==> src/hw/rtl/dsw_pkg.sv <==
package dsw_pkg;

  localparam int unsigned SEQ_W = 32;

  // Empty ring slots read as all ones
  localparam logic [SEQ_W-1:0] EMPTY_SEQ = {SEQ_W{1'b1}};

  typedef enum logic {
    FUNC_CHECK  = 1'b0,
    FUNC_RECORD = 1'b1
  } func_e;

  typedef logic [SEQ_W-1:0] seq_t;

endpackage

==> src/hw/rtl/duplicate_sequence_window.sv <==
// Duplicate filter for one flooding source. A check transfer (func_i = 0) answers in
// is_new_o whether seq_number_i is new; a record transfer (func_i = 1) stores the number
// in a ring of the last DEPTH numbers unless it is below the window minimum, and reports
// that in stored_o. Every transfer returns exactly one result that also carries the
// window minimum and maximum after the item. The ring lives in a single-port-write,
// registered-read memory that one compare unit walks one entry per cycle, so an item
// that needs the ring (a check inside the window, or any stored record) passes through
// the EVAL, SCAN and FINISH states before the next transfer can be taken; a check
// above the maximum or below the minimum and a record below the minimum skip SCAN. A
// finished result waits in the output register while the next item is taken, and at
// most one item is in flight.
module duplicate_sequence_window #(
  parameter int unsigned DEPTH = 16
) (
  input  logic                clk_i,
  input  logic                rst_ni,
  input  logic                in_valid_i,
  output logic                in_stall_o,
  input  logic                func_i,
  input  logic [dsw_pkg::SEQ_W-1:0] seq_number_i,
  output logic                out_valid_o,
  input  logic                out_stall_i,
  output logic                is_new_o,
  output logic                stored_o,
  output logic [dsw_pkg::SEQ_W-1:0] window_min_o,
  output logic [dsw_pkg::SEQ_W-1:0] window_max_o
);
  import dsw_pkg::*;

  localparam int unsigned IDX_W = (DEPTH > 1) ? $clog2(DEPTH) : 1;
  localparam int unsigned CNT_W = $clog2(DEPTH + 1);
  localparam logic [IDX_W-1:0] LAST_IDX  = IDX_W'(DEPTH - 1);
  localparam logic [CNT_W-1:0] CNT_DEPTH = CNT_W'(DEPTH);

  typedef enum logic [1:0] {
    ST_IDLE,
    ST_EVAL,
    ST_SCAN,
    ST_FINISH
  } state_e;

  state_e           state_q, state_d;
  logic             func_q;
  seq_t             seq_q;
  seq_t             highest_q, highest_d;
  seq_t             lowest_q, lowest_d;
  logic [IDX_W-1:0] ptr_q, ptr_d;
  logic [CNT_W-1:0] cnt_q, cnt_d;
  logic             pend_q;
  logic             hit_q, hit_d;
  seq_t             min_acc_q, min_acc_d;
  logic             res_new_q, res_new_d;
  logic             res_stored_q, res_stored_d;
  logic             out_valid_q, out_valid_d;
  logic             is_new_q, stored_q;
  seq_t             win_min_q, win_max_q;
  logic             load_out;

  logic [DEPTH-1:0] vld_q;
  seq_t             mem [DEPTH];
  seq_t             rd_data_q;
  logic             rd_vld_q;
  logic [IDX_W-1:0] rd_addr;
  logic             issue;
  logic             mem_we;
  seq_t             entry;
  logic             in_xfer;

  assign in_xfer  = in_valid_i && (state_q == ST_IDLE);
  assign issue    = (state_q == ST_SCAN) && (cnt_q != CNT_DEPTH);
  assign rd_addr  = cnt_q[IDX_W-1:0];
  assign mem_we   = (state_q == ST_EVAL) && (func_q == FUNC_RECORD) && !(seq_q < lowest_q);
  assign entry    = rd_vld_q ? rd_data_q : EMPTY_SEQ;
  assign load_out = (state_q == ST_FINISH) && (!out_valid_q || !out_stall_i);

  always_comb begin
    state_d      = state_q;
    highest_d    = highest_q;
    lowest_d     = lowest_q;
    ptr_d        = ptr_q;
    cnt_d        = cnt_q;
    hit_d        = hit_q;
    min_acc_d    = min_acc_q;
    res_new_d    = res_new_q;
    res_stored_d = res_stored_q;
    out_valid_d  = out_valid_q && out_stall_i;
    unique case (state_q)
      ST_IDLE: begin
        if (in_xfer) begin
          state_d = ST_EVAL;
        end
      end
      ST_EVAL: begin
        cnt_d     = '0;
        hit_d     = 1'b0;
        min_acc_d = EMPTY_SEQ;
        if (func_q == FUNC_CHECK) begin
          res_stored_d = 1'b0;
          if (seq_q > highest_q) begin
            res_new_d = 1'b1;
            state_d   = ST_FINISH;
          end else if (seq_q < lowest_q) begin
            res_new_d = 1'b0;
            state_d   = ST_FINISH;
          end else begin
            state_d = ST_SCAN;
          end
        end else begin
          res_new_d = 1'b0;
          if (!mem_we) begin
            res_stored_d = 1'b0;
            state_d      = ST_FINISH;
          end else begin
            res_stored_d = 1'b1;
            if (seq_q > highest_q) begin
              highest_d = seq_q;
            end
            ptr_d   = (ptr_q == LAST_IDX) ? '0 : ptr_q + 1'b1;
            state_d = ST_SCAN;
          end
        end
      end
      ST_SCAN: begin
        if (issue) begin
          cnt_d = cnt_q + 1'b1;
        end
        if (pend_q) begin
          if (entry == seq_q) begin
            hit_d = 1'b1;
          end
          if (entry < min_acc_q) begin
            min_acc_d = entry;
          end
        end
        if (!issue && !pend_q) begin
          if (func_q == FUNC_RECORD) begin
            lowest_d = min_acc_q;
          end else begin
            res_new_d = !hit_q;
          end
          state_d = ST_FINISH;
        end
      end
      ST_FINISH: begin
        if (load_out) begin
          out_valid_d = 1'b1;
          state_d     = ST_IDLE;
        end
      end
      default: state_d = ST_IDLE;
    endcase
  end

  always_ff @(posedge clk_i or negedge rst_ni) begin
    if (!rst_ni) begin
      state_q      <= ST_IDLE;
      highest_q    <= '0;
      lowest_q     <= '0;
      ptr_q        <= '0;
      cnt_q        <= '0;
      pend_q       <= 1'b0;
      hit_q        <= 1'b0;
      min_acc_q    <= EMPTY_SEQ;
      res_new_q    <= 1'b0;
      res_stored_q <= 1'b0;
      out_valid_q  <= 1'b0;
      vld_q        <= '0;
    end else begin
      state_q      <= state_d;
      highest_q    <= highest_d;
      lowest_q     <= lowest_d;
      ptr_q        <= ptr_d;
      cnt_q        <= cnt_d;
      pend_q       <= issue;
      hit_q        <= hit_d;
      min_acc_q    <= min_acc_d;
      res_new_q    <= res_new_d;
      res_stored_q <= res_stored_d;
      out_valid_q  <= out_valid_d;
      if (mem_we) begin
        vld_q[ptr_q] <= 1'b1;
      end
    end
  end

  // Payload registers
  always_ff @(posedge clk_i) begin
    if (in_xfer) begin
      func_q <= func_i;
      seq_q  <= seq_number_i;
    end
    if (load_out) begin
      is_new_q  <= res_new_q;
      stored_q  <= res_stored_q;
      win_min_q <= lowest_q;
      win_max_q <= highest_q;
    end
  end

  // Ring memory: one write port, one registered read port
  always_ff @(posedge clk_i) begin
    if (mem_we) begin
      mem[ptr_q] <= seq_q;
    end
    rd_data_q <= mem[rd_addr];
    rd_vld_q  <= vld_q[rd_addr];
  end

  assign in_stall_o   = (state_q != ST_IDLE);
  assign out_valid_o  = out_valid_q;
  assign is_new_o     = is_new_q;
  assign stored_o     = stored_q;
  assign window_min_o = win_min_q;
  assign window_max_o = win_max_q;

  // The ring minimum never exceeds the highest number seen
  a_min_le_max: assert property (@(posedge clk_i) disable iff (!rst_ni)
    (state_q == ST_IDLE) |-> (lowest_q <= highest_q))
    else $error("window minimum above maximum");

  a_one_flag: assert property (@(posedge clk_i) disable iff (!rst_ni)
    out_valid_o |-> !(is_new_o && stored_o))
    else $error("result flags both set");

  a_check_keeps_ptr: assert property (@(posedge clk_i) disable iff (!rst_ni)
    ((state_q == ST_EVAL) && (func_q == FUNC_CHECK)) |=> $stable(ptr_q))
    else $error("check item moved the write pointer");

  a_cnt_range: assert property (@(posedge clk_i) disable iff (!rst_ni)
    cnt_q <= CNT_DEPTH)
    else $error("scan counter past ring depth");

  a_write_stored: assert property (@(posedge clk_i) disable iff (!rst_ni)
    mem_we |=> (res_stored_q && (state_q == ST_SCAN)))
    else $error("ring write without stored result");

endmodule

==> config.mk <==
export PLATFORM = sky130hd
export DESIGN_NAME = duplicate_sequence_window
export DESIGN_NICKNAME = d
export VERILOG_FILES = /design/src/hw/rtl/dsw_pkg.sv /design/src/hw/rtl/duplicate_sequence_window.sv
export SDC_FILE = /design/constraint.sdc
export NUM_CORES = 1
export LEC_CHECK = 0
export BUFFER_PORTS_ARGS = -buffer_cell sky130_fd_sc_hd__buf_2
export CAP_MARGIN = 25
export CORE_MARGIN = 8
export CORE_UTILIZATION = 45
export DETAILED_ROUTE_END_ITERATION = 16
export HOLD_SLACK_MARGIN = 0.12
export PLACE_DENSITY_LB_ADDON = 0.08
export SLEW_MARGIN = 40
export SYNTH_ARGS = -nofsm -noshare
export SYNTH_HDL_FRONTEND = slang
export SYNTH_SLANG_ARGS = --single-unit
==> constraint.sdc <==
create_clock -name clk_i -period 6.5 [get_ports clk_i]
set_input_delay 0.325 -clock clk_i [delete_from_list [all_inputs] [get_ports clk_i]]
set_output_delay 0.325 -clock clk_i [all_outputs]
set_load 0.005 [all_outputs]
==> metrics <==
status=finished, final reports clean; routed len/inst=25.3 µm; top cells by count, synth=611 x edfxtp_1, 115 x nand2_1, 112 x o21ai_0; Slew headroom=0.417; routed vias=17900; DRC Markers=0; HPWL Detailed=50.9 mm; CP top delay family=simple AND/OR/NAND/NOR gates; CTS buffer count=82; Synth Flop Type=edfxtp_1; Storage cell area=22300 µm²; row count=98; max frequency=236 MHz; post_cts resized=0; share of cells above drive strength 1=0.229; Placer Congestion=0.800; largest net degree at the start of global routing=72; final design utilization=0.523; Pwr Density=436 nW/µm²; final setup fails=0; CORE AREA=71000 µm²; asr flop ratio synth=0.166; CP max stage delay=0.70 ns; clock buffer depth=3; post-CTS setup buffers=0; CP Max Fanout=22; crit path capture type=flop; worst path bufs/invs=2; Synth area leader=edfxtp_1; Post-Syn Area=32100 µm²; final hold violation count=0; TritonRoute pass-1 iters=5; CP Cell Sequence=ha_1, nand4_2, nor4_2, o2111ai_1, a31oi_4, a21o_1, nand2_1, nor2_4, buf_16, buf_16; CP most frequent cell=buf_16; clk sinks=772; vias per cell=5.58; WL final=81.2 mm; critical path required time=6.83 ns; measured slew at the worst slew-check pin=0.867 ns; Mean Syn Cell Area=16.0 µm²; # Max-Cap Violations=0; Worst Hold Class=in -> reg; Area Overhead vs Synth=15.7%; register area share after synthesis=0.694; leakage power=0.0136 µW; vias in the first global route=18500; Max VDD drop=0.000307 V; clk_lat worst skew=0.62 ns; top cells by area, synth=edfxtp_1 57%, dfrtp_1 7.5%, mux4_2 4.6%; gr usage total=0.201; cells after synthesis=2008; crit path DAT=4.57 ns; PortBufs=104; Cell variety after synth=74; number of synthesized flops with an enable pin=611; filler cell count=5842; Power, Total=16200 µW; post-synth top area share=0.572; DIE WIDTH=283 µm; post-synth net total=2150; CTS tree=yes; overflow left after global routing=0; I/O pins=105; kind of critical path=reg -> reg; Reg clk slew, reported paths=0.06 ns; Iter 0 DRT Violations=1260; Initial Util=0.452; H-Tree Depth=3; initial antenna violation count=6; Crit-path slowest cell=edfxtp_1; count leader, synth=edfxtp_1; Ys Warns=0; Die Y=283 µm; first-pass GRT wire length=122 mm; Root Buffer=clkbuf_16; RSZ-0062 raised after global routing=no; Seq cells post-synth=772; crit start category=flop; Setup Skew=0.0183 ns; Final ANT Viol Nets=0; fin crit period=4.24 ns; Slew Viols, Final=0; TNS Setup=0 ns; Tcrit/Tclk final=0.652; hold-fix buffers at CTS=35; Nets=2334; die area=80100 µm²; multi-input combinational cell area=9090 µm²
==> path summary, 6_finish.rpt <==
path	end	from	depth (start not counted)	slack, ns
setup / recovery	mem[12][5]	seq_q[31]	10	2.26
min in group asynchronous	highest_q[30]	rst_ni	2	0.30
hold reg to reg	vld_q[3]	vld_q[3]	1	0.46
hold / removal	state_q[0]	in_valid_i	4	0.18
setup reg to reg	mem[12][5]	seq_q[31]	10	2.26
max in group asynchronous	highest_q[3]	rst_ni	3	5.12
==> stage by stage <==
stage               cell area (µm²)  instances  setup WS [ns]  hold WS [ns]
floorplan                     32100       2008          0.525        0.0294
global placement              33800       3010           2.13         0.387
detailed placement            34000       3020           2.27         0.392
CTS                           37000       3205           2.26         0.138
global route                  37100       3208           1.97         0.200
finish                        37100       3209           2.26         0.183
==> layer usage <==
layer,wire [µm],track usage
met2,38300,0.323
met5,11,0
met3,4050,0.0312
met4,2370,0.0678
met1,36500,0.279
==> flip-flops by register name (all words and copies together), names as in the netlist, 2 cells and up <==
signal and flops:
min_acc_q 32, cnt_q 5, highest_q 32, ptr_q 4, seq_q 32, window_min_o 32
rd_data_q 32, lowest_q 32, vld_q 16, state_q 2, window_max_o 32, mem 512
==> power by group <==
part	internal [µW]	leakage, µW	switching (µW)
clock network	2700	0.00129	1910
logic	1920	0.00502	2690
registers	6310	0.00733	667
total	10900	0.0136	5270
==> placed cells by master (no fill, tap or decap), types with 39 or more instances in the layout <==
cell type    n
a21oi_1     69
edfxtp_1   611
clkbuf_16   84
mux2i_1    107
o21ai_0    112
buf_2      103
inv_1      110
dfrtp_1     93
nand2_1    114
mux4_2      66
buf_4       39
ha_1       105
==> tightest hold or removal path: cells and delay by family <==
kind            cells  cell delay [ns]
compound gates      2             0.23
simple gates        1             0.13
buf+inv             1             0.09
==> final cells by class <==
| type | count | share of cell area |
|---|---|---|
| Antenna cell | 1 | 0.0000674 |
| Clock buffer | 118 | 0.0628 |
| Clock inverter | 32 | 0.00873 |
| Inverter | 110 | 0.0111 |
| Multi-Input combinational cell | 1031 | 0.245 |
| Sequential cell | 772 | 0.600 |
| Tap cell | 950 | 0.0320 |
| Timing Repair Buffer | 195 | 0.0403 |
==> cell families (layout without fill, tap and decap cells) <==
logic type	Yosys count	after routing	synth area share
AO/OA/AOI/OAI	341	341	0.0715
multiplexers	234	234	0.105
XOR/XNOR	27	27	0.00737
buffers and inverters	205	455	0.0272
AND/OR/NAND/NOR	324	324	0.0546
other	0	1	0
flip-flops	772	772	0.694
adder cells (fa/ha/maj)	105	105	0.0410
No activity file was read; power rests on OpenSTA's default activity.
